$ cat src/rtl/usph_pkg.sv
// shared constants and types for the uv sphere tessellator
package usph_pkg;

	localparam int ANGLE_BITS = 16;
	localparam int QTR_SHIFT = ANGLE_BITS - 2;
	localparam logic [ANGLE_BITS-1:0] QTR_TURN = ANGLE_BITS'(64'd1 << QTR_SHIFT);
	localparam logic [ANGLE_BITS-1:0] THREE_QTR = ANGLE_BITS'(64'd3 << QTR_SHIFT);

	localparam logic [30:0] HALF_PI_Q30 = 31'd1686629713;
	localparam logic [30:0] ONE_Q30 = 31'd1073741824;

	localparam logic [10:0] MAX_DIVISIONS = 11'd1024;

	// series rounds: divisor and reciprocal shift of each
	localparam int NUM_ROUNDS = 5;
	localparam int RND_DIV [NUM_ROUNDS] = '{110, 72, 42, 20, 6};
	localparam int RND_SHIFT [NUM_ROUNDS] = '{38, 38, 37, 36, 34};

	typedef enum logic [2:0] {
		REG_RADIUS       = 3'd0,
		REG_AZIMUTH_STEP = 3'd1,
		REG_POLAR_STEP   = 3'd2,
		REG_SLICE_COUNT  = 3'd3,
		REG_STACK_COUNT  = 3'd4
	} cfg_reg_t;

	typedef struct packed {
		logic [30:0] radius;
		logic [15:0] az_step;
		logic [15:0] polar_step;
		logic [10:0] slice_count;
		logic [10:0] stack_count;
	} cfg_t;

	typedef struct packed {
		logic last;
		logic err;
	} vtag_t;

	typedef struct packed {
		logic signed [15:0] cos_phi;
		logic signed [15:0] sin_phi;
		logic signed [15:0] sin_theta;
		logic signed [15:0] cos_theta;
	} trig_t;

endpackage

$ cat src/rtl/usph_expand.sv
// input stage: checks the cell index and issues one vertex angle pair per cycle while en is high
module usph_expand (
	input  logic               clk,
	input  logic               arst_n,
	input  logic               en,
	input  usph_pkg::cfg_t     cfg,
	input  logic               in_valid,
	output logic               in_ready,
	input  logic [9:0]         slice_index,
	input  logic [9:0]         band_index,
	output logic               vreq_valid_s1,
	output logic [15:0]        vreq_phi_s1,
	output logic [15:0]        vreq_theta_s1,
	output usph_pkg::vtag_t    vreq_tag_s1
);

	// bit k set: vertex k takes the second latitude / the second longitude
	localparam logic [5:0] TOP_PHI_SEL = 6'b000110;
	localparam logic [5:0] TOP_TH_SEL  = 6'b000100;
	localparam logic [5:0] BOT_PHI_SEL = 6'b000110;
	localparam logic [5:0] BOT_TH_SEL  = 6'b000010;
	localparam logic [5:0] MID_PHI_SEL = 6'b011010;
	localparam logic [5:0] MID_TH_SEL  = 6'b110100;
	localparam logic [2:0] LAST_ERR = 3'd0;
	localparam logic [2:0] LAST_CAP = 3'd2;
	localparam logic [2:0] LAST_MID = 3'd5;

	logic [10:0] ns;
	logic [10:0] nb;
	logic        in_err;
	logic        is_top;
	logic        is_bot;
	logic [25:0] t0_full;
	logic [25:0] bp_full;
	logic [15:0] t0;
	logic [15:0] t1;
	logic [15:0] mid_hi;
	logic [15:0] nxt_phi_a;
	logic [15:0] nxt_phi_b;
	logic [5:0]  nxt_phi_sel;
	logic [5:0]  nxt_th_sel;
	logic [2:0]  nxt_last;

	logic        item_v_q;
	logic [2:0]  k_q;
	logic [2:0]  last_k_q;
	logic [15:0] phi_a_q;
	logic [15:0] phi_b_q;
	logic [15:0] th0_q;
	logic [15:0] th1_q;
	logic [5:0]  phi_sel_q;
	logic [5:0]  th_sel_q;
	logic        err_q;
	logic        fin;
	logic        take;

	always_comb begin
		ns = (cfg.slice_count > usph_pkg::MAX_DIVISIONS) ? usph_pkg::MAX_DIVISIONS
			: cfg.slice_count;
		nb = (cfg.stack_count > usph_pkg::MAX_DIVISIONS) ? usph_pkg::MAX_DIVISIONS
			: cfg.stack_count;
		in_err = ({1'b0, slice_index} >= ns) || ({1'b0, band_index} >= nb);
		is_top = (band_index == 10'd0);
		is_bot = ({1'b0, band_index} == (nb - 11'd1));
		t0_full = slice_index * cfg.az_step;
		bp_full = band_index * cfg.polar_step;
		t0 = t0_full[15:0];
		t1 = t0 + cfg.az_step;
		mid_hi = usph_pkg::QTR_TURN - bp_full[15:0];
		if (in_err) begin
			nxt_phi_a = usph_pkg::QTR_TURN;
			nxt_phi_b = usph_pkg::QTR_TURN;
			nxt_phi_sel = '0;
			nxt_th_sel = '0;
			nxt_last = LAST_ERR;
		end else if (is_top) begin
			nxt_phi_a = usph_pkg::QTR_TURN;
			nxt_phi_b = usph_pkg::QTR_TURN - cfg.polar_step;
			nxt_phi_sel = TOP_PHI_SEL;
			nxt_th_sel = TOP_TH_SEL;
			nxt_last = LAST_CAP;
		end else if (is_bot) begin
			nxt_phi_a = usph_pkg::THREE_QTR;
			nxt_phi_b = usph_pkg::THREE_QTR + cfg.polar_step;
			nxt_phi_sel = BOT_PHI_SEL;
			nxt_th_sel = BOT_TH_SEL;
			nxt_last = LAST_CAP;
		end else begin
			nxt_phi_a = mid_hi;
			nxt_phi_b = mid_hi - cfg.polar_step;
			nxt_phi_sel = MID_PHI_SEL;
			nxt_th_sel = MID_TH_SEL;
			nxt_last = LAST_MID;
		end
	end

	assign fin = (k_q == last_k_q);
	assign in_ready = en & (~item_v_q | fin);
	assign take = in_valid & in_ready;

	always_ff @(posedge clk or negedge arst_n) begin
		if (!arst_n) begin
			item_v_q <= 1'b0;
			k_q <= 3'd0;
			vreq_valid_s1 <= 1'b0;
		end else if (en) begin
			vreq_valid_s1 <= item_v_q;
			if (take) begin
				item_v_q <= 1'b1;
				k_q <= 3'd0;
			end else if (item_v_q) begin
				k_q <= k_q + 3'd1;
				if (fin) begin
					item_v_q <= 1'b0;
				end
			end
		end
	end

	always_ff @(posedge clk) begin
		if (take) begin
			phi_a_q <= nxt_phi_a;
			phi_b_q <= nxt_phi_b;
			th0_q <= t0;
			th1_q <= t1;
			phi_sel_q <= nxt_phi_sel;
			th_sel_q <= nxt_th_sel;
			last_k_q <= nxt_last;
			err_q <= in_err;
		end
		if (en) begin
			vreq_phi_s1 <= phi_sel_q[k_q] ? phi_b_q : phi_a_q;
			vreq_theta_s1 <= th_sel_q[k_q] ? th1_q : th0_q;
			vreq_tag_s1.last <= fin;
			vreq_tag_s1.err <= err_q;
		end
	end

endmodule

$ cat config.mk
export PLATFORM = sky130hd
export DESIGN_NAME = usph_expand
export DESIGN_NICKNAME = d
export VERILOG_FILES = /design/src/rtl/usph_pkg.sv /design/src/rtl/usph_expand.sv
export SDC_FILE = /design/constraint.sdc
export NUM_CORES = 1
export LEC_CHECK = 0
export BUFFER_PORTS_ARGS = -buffer_cell sky130_fd_sc_hd__buf_2
export CAP_MARGIN = 10
export CORE_MARGIN = 4
export CORE_UTILIZATION = 45
export DETAILED_ROUTE_END_ITERATION = 10
export PLACE_DENSITY_LB_ADDON = 0.05
export SETUP_SLACK_MARGIN = 0.15
export SLEW_MARGIN = 5
export SYNTH_ARGS = -nofsm -noshare
export SYNTH_HDL_FRONTEND = slang
export SYNTH_SLANG_ARGS = --single-unit
$ cat constraint.sdc
create_clock -name clk -period 3.76 [get_ports clk]
set_clock_uncertainty 0.05 [all_clocks]
set_input_delay 0.376 -clock clk [delete_from_list [all_inputs] [get_ports clk]]
set_output_delay 0.376 -clock clk [all_outputs]
set_load 0.1 [all_outputs]
==> results of run 1 <==
[repair_timing]
action,4_1_cts,5_1_grt
hold buffers,1,0
buffers inserted,32,12
resized for setup,198,113
hold endpoints to repair,5,0
pin swaps,88,92
setup endpoints to repair,45,46
[kinds of logic after synthesis]
group | count (synthesis) | share of synthesized area (%)
and+or+nand+nor | 453 | 17.6
buffers and inverters | 274 | 7.81
adders and majority gates | 270 | 32.6
AOI/OAI and AO/OA | 187 | 8.99
DFF | 109 | 23.8
xor gates and xnor gates | 92 | 6.11
muxes | 37 | 3.02
[stage by stage]
step           area [um^2]  cells  hold slack, ns
2_1_floorplan        14200   1422          0.0304
3_3_place_gp         16600   2090           0.149
3_5_place_dp         16600   2090           0.149
4_1_cts              18000   2138           0.254
5_1_grt              18600   2150           0.288
6_report             18600   2150           0.273
[worst max-delay path, delay by kind of cell]
family	cells	cell delay [ns]
adder cells (fa/ha/maj)	7	3.05
XOR/XNOR	2	0.39
AND/OR/NAND/NOR	3	0.34
AO/OA/AOI/OAI	4	0.63
buffers and inverters	5	0.64
[flip-flops by register name, indices dropped and copies added, names as in the netlist, 2 cells and up]
register       cells
vreq_tag_s1        2
vreq_phi_s1       16
last_k_q           2
phi_b_q           16
vreq_theta_s1     16
th0_q             16
k_q                3
th1_q             16
phi_a_q           16
th_sel_q           2
[path summary, 6_finish.rpt]
kind / endpoint / slack, ns / cells after the start
setup / recovery: phi_b_q[15] / -1.63 / 21
hold / removal: item_v_q / 0.27 / 3
setup reg to reg: th1_q[7] / 1.26 / 6
hold reg to reg: vreq_tag_s1[0] / 0.37 / 0
max in group asynchronous: k_q[1] / 3.20 / 2
min in group asynchronous: item_v_q / 0.33 / 2
[final cells by class]
type | count | area (um^2)
multi-input combinational | 1039 | 10800
inverter | 214 | 808
clock inverter | 6 | 31.3
sequential | 109 | 3250
tap | 390 | 488
clock buffer | 9 | 225
fill | 2531 | 11100
timing repair buffer | 383 | 3050
[routing by layer]
layer | global-route usage (%) | up-vias
met3 | 2.37 | 19
met4 | 3.21 | 0
li1 | - | 5323
met2 | 34.3 | 247
met5 | 0 | -
met1 | 32.7 | 5303
[cells in the final DEF, fill, tap and decap left out, types with 16 or more instances in the layout]
cell type    n
ha_4        37
buf_6       61
and2_1     120
fa_1       138
nand2b_1    24
buf_4      218
buf_2       86
edfxtp_1   104
inv_1      191
a21o_1      16
nand2_1    114
and2_4      24
a21oi_1     28
mux2_2      34
inv_2       21
ha_1        89
nor2_1      56
o21ai_0     19
xnor2_1     54
xor2_1      18
==> reports/metrics.yaml, run 1 <==
cts_tree: "yes"
nets: 2135
synthFlopType: "edfxtp_1"
fmaxAchievable_ghz: 0.185
cp_cell_sequence: "buf_4 -> buf_4 -> and2_1 -> fa_1 -> inv_1 -> fa_1 -> fa_1 -> fa_1 -> fa_1 -> ha_1 -> nand3_1 -> o21ai_2 -> nor2_2 -> xnor2_2 -> ha_1 -> buf_4 -> buf_4 -> a21oi_1 -> a21oi_2 -> xnor3_1 -> o22ai_1"
syn_nets: 1801
track_usage_pct: 21.6
dr_wl_met3_mm: 1.53
wl_met1_mm: 17.4
dpl_worst_slack_ns: -2.08
worst_hold_path_type: "input pin to flip-flop"
cts-root-buf: "clkbuf_16"
async_flop_share_pct: 4.59
yosysTopAreaCell: "edfxtp_1"
ys_ff_latch: 109
cts_buffer_depth: 2
yosysMostFrequentCell: "inv_1"
critPathMaxStageDelay_ns: 0.55
fin_crit_sh_pct: 143
gp_congestion: 0.880
path_clk_slew_ns: 0.07
crit_slowest_cell: "fa_1"
outcome: "finished with violations"
core_area_mm2: 0.0298
cap_violations: 0
synthCells: 1422
rows: 63
syn_to_final_growth_pct: 36.5
h-tree-depth: 3
avgSynthCellArea_um2: 9.61
netlist_top_cells_count: "213 x inv_1, 145 x and2_1, 144 x fa_1, 126 x ha_1, 125 x nand2_1"
routed-wl-met2_mm: 16.1
cp.required_ns: 3.79
setup_viol: 39
synth_seq_area_share_pct: 23.8
path_max_fanout: 5
clkSinkCount: 109
cts_made_buffers: 9
end_kind: "flip-flop"
numPortBuffers: 113
yosys_warnings: 0
worstSetupStartpointType: "input pin"
dp_hpwl_mm: 28.2
grt_pass1_wl_mm: 58.9
insertion_delay_ns: 0.35
violations: "setup timing"
drcViolationCount: 0
wl_mm: 35.4
min_from: "in_valid"
critPathLaunch: "cfg[28]"
fin_ws_ns: -1.63
cpMostUsedCell: "fa_1"
first_global_vias: 11500
start_util_pct: 45.8
relSlewSlack_pct: 40.3
grt_antenna_before_repair: 0
yosysTopAreaCellShare_pct: 22.9
drt_iter0_markers: 427
dieArea_mm2: 0.0332
antenna_left: 0
drv_slew: 0
rsz0062_at_grt: "yes"
ios: 145
vias_per_cell: 5.07
crit_type: "input pin to flip-flop"
wl_per_cell_um: 16.5
routed.top_layer: "met4"
antennaDiodeCount: 0
ys_types: 72
hold_viol: 0
tns_ns: -34.04
overflow: 0
num_vias: 10900
fin_util_pct: 62.6
die_w_um: 182
reg2reg_from: "k_q[0]"
die_height_um: 182
worstMarginPinSlew_ns: 0.895
dr.pass1.iters: 5
cp_data_arrival_time_ns: 5.43
period_needed_ns: 5.39
grt_max_degree: 71
synth-edff-count: 104
final_layout_size_suffix_gt1_share_pct: 37.5
synth_area_mm2: 0.0137
synth_area_leaders: "edfxtp_1 23%, fa_1 21%, ha_1 12%"
Power of run 1 is not shown: default switching activity piles up to over one toggle a cycle in this logic, so the estimate is an artifact.
==> inputs of run 2 (changes only) <==
--- a/config.mk
+++ b/config.mk
@@ -6,7 +6,6 @@
 export NUM_CORES = 1
 export LEC_CHECK = 0
 export BUFFER_PORTS_ARGS = -buffer_cell sky130_fd_sc_hd__buf_2
-export CAP_MARGIN = 10
 export CORE_MARGIN = 4
 export CORE_UTILIZATION = 45
 export DETAILED_ROUTE_END_ITERATION = 10
==> constraint.sdc (replaced) <==
create_clock -name clk -period 5.6 [get_ports clk]
set_clock_uncertainty 0.05 [all_clocks]
set_input_delay 0.56 -clock clk [delete_from_list [all_inputs] [get_ports clk]]
set_output_delay 0.56 -clock clk [all_outputs]
set_load 0.1 [all_outputs]
==> reports/metrics.yaml, run 2 (synthesis gave the netlist of run 1 again) <==
critPathBufInv: 4
crit_type: "input pin to flip-flop"
vias_per_cell: 5.07
cts_tree: "yes"
syn_to_final_growth_pct: 25.2
end_kind: "flip-flop"
die_w_um: 182
cp.depth: 21
critPathMaxStageDelay_ns: 0.52
fmaxAchievable_ghz: 0.179
hold_viol: 0
die_height_um: 182
grt_max_degree: 48
worstSetupStartpointType: "input pin"
cp_cell_sequence: "clkbuf_4 -> and2_4 -> fa_1 -> inv_1 -> fa_1 -> fa_1 -> fa_1 -> inv_1 -> fa_1 -> inv_2 -> ha_4 -> o21ai_2 -> o21bai_1 -> xor2_1 -> ha_1 -> nand3_1 -> o21ai_2 -> nor4_2 -> nor3_2 -> or4b_4 -> a41oi_2"
path_clk_slew_ns: 0.07
worstMarginPinSlew_ns: 1.15
crit_family: "adder cells"
final_cells: 2085
reg2reg_from: "k_q[0]"
dr.pass1.iters: 5
num_vias: 10600
dpl_cell_area_mm2: 0.0160
r2r-end: "phi_a_q[13]"
crit_end: "phi_b_q[14]"
gp_congestion: 0.868
path_max_fanout: 5
antenna_left: 0
fin_ws_ns: 0.0123
ff2ff_setup_slack_ns: 2.60
wl_per_cell_um: 16.0
h-tree-depth: 3
fin_crit_sh_pct: 99.8
final_cell_area_mm2: 0.0171
rsz0062_at_grt: "yes"
tns_ns: 0
dp.cells: 2042
dpl_worst_slack_ns: -0.421
dieArea_mm2: 0.0332
cp.required_ns: 5.74
r2r_cells: 6
rows: 63
cp_data_arrival_time_ns: 5.73
dp_hpwl_mm: 27.4
drv_slew: 0
cts_buffer_depth: 2
worst_hold_path_type: "flip-flop to flip-flop"
critPathLaunch: "cfg[29]"
ios: 145
first_global_vias: 10700
relSlewSlack_pct: 23.1
drt_iter0_markers: 498
period_needed_ns: 5.59
layout_common_cells: "200 x inv_1, 189 x buf_4, 140 x fa_1, 129 x and2_1, 121 x nand2_1"
cts_made_buffers: 9
outcome: "complete, no violations"
cts-root-buf: "clkbuf_16"
cap_violations: 0
setup_viol: 0
core_area_mm2: 0.0298
final_common_cell: "inv_1"
antennaDiodeCount: 0
final_layout_size_suffix_gt1_share_pct: 29.8
overflow: 0
cpMostUsedCell: "fa_1"
clkSinkCount: 109
crit_slowest_cell: "fa_1"
grt_antenna_before_repair: 1
grt_pass1_wl_mm: 55.4
drcViolationCount: 0
track_usage_pct: 20.5
insertion_delay_ns: 0.34
wl_mm: 33.4
start_util_pct: 45.8
numPortBuffers: 113
nets: 2069
==> run 2: final cells by class <==
cell class,instances,area [um^2]
well taps,390,488
flip-flops and latches,109,3250
clock inverters,6,61.3
inverters,214,803
clock buffers,10,229
multi-input cells,1039,9980
repair buffers,317,2290
fillers,2672,12700
==> run 2: metal layers <==
layer | part of all wire [%] | track usage, %
met2 | 44 | 31.7
met5 | 0 | 0
met1 | 50 | 31.8
met3 | 4.7 | 2.51
met4 | 0.62 | 2.49
==> run 2: worst min-delay path by stage <==
| stage | start | to | cells past startpoint |
|---|---|---|---|
| after floorplan | arst_n | item_v_q | 0 |
| after global placement | arst_n | vreq_valid_s1 | 1 |
| after detailed placement | arst_n | item_v_q | 1 |
| after CTS | err_q | vreq_tag_s1[0] | 0 |
| after global routing | err_q | vreq_tag_s1[0] | 0 |
| final | err_q | vreq_tag_s1[0] | 0 |
==> run 2: repair_timing <==
item                                   CTS  global route
gates resized for setup                 46            96
hold buffers                             1             0
pin swaps                               28            66
endpoints found under the hold margin    5             0
setup endpoints to repair                8            13
setup buffers                           16            10
==> run 2: metrics by stage <==
stage | hold slack [ns] | util, %
floorplan | 0.214 | -
global placement | 0.333 | 53.8
detailed placement | 0.336 | 53.8
CTS | 0.400 | 55.9
global route | 0.424 | 57.4
finish | 0.401 | 57.4
Power of run 2 is left out for the same reason.
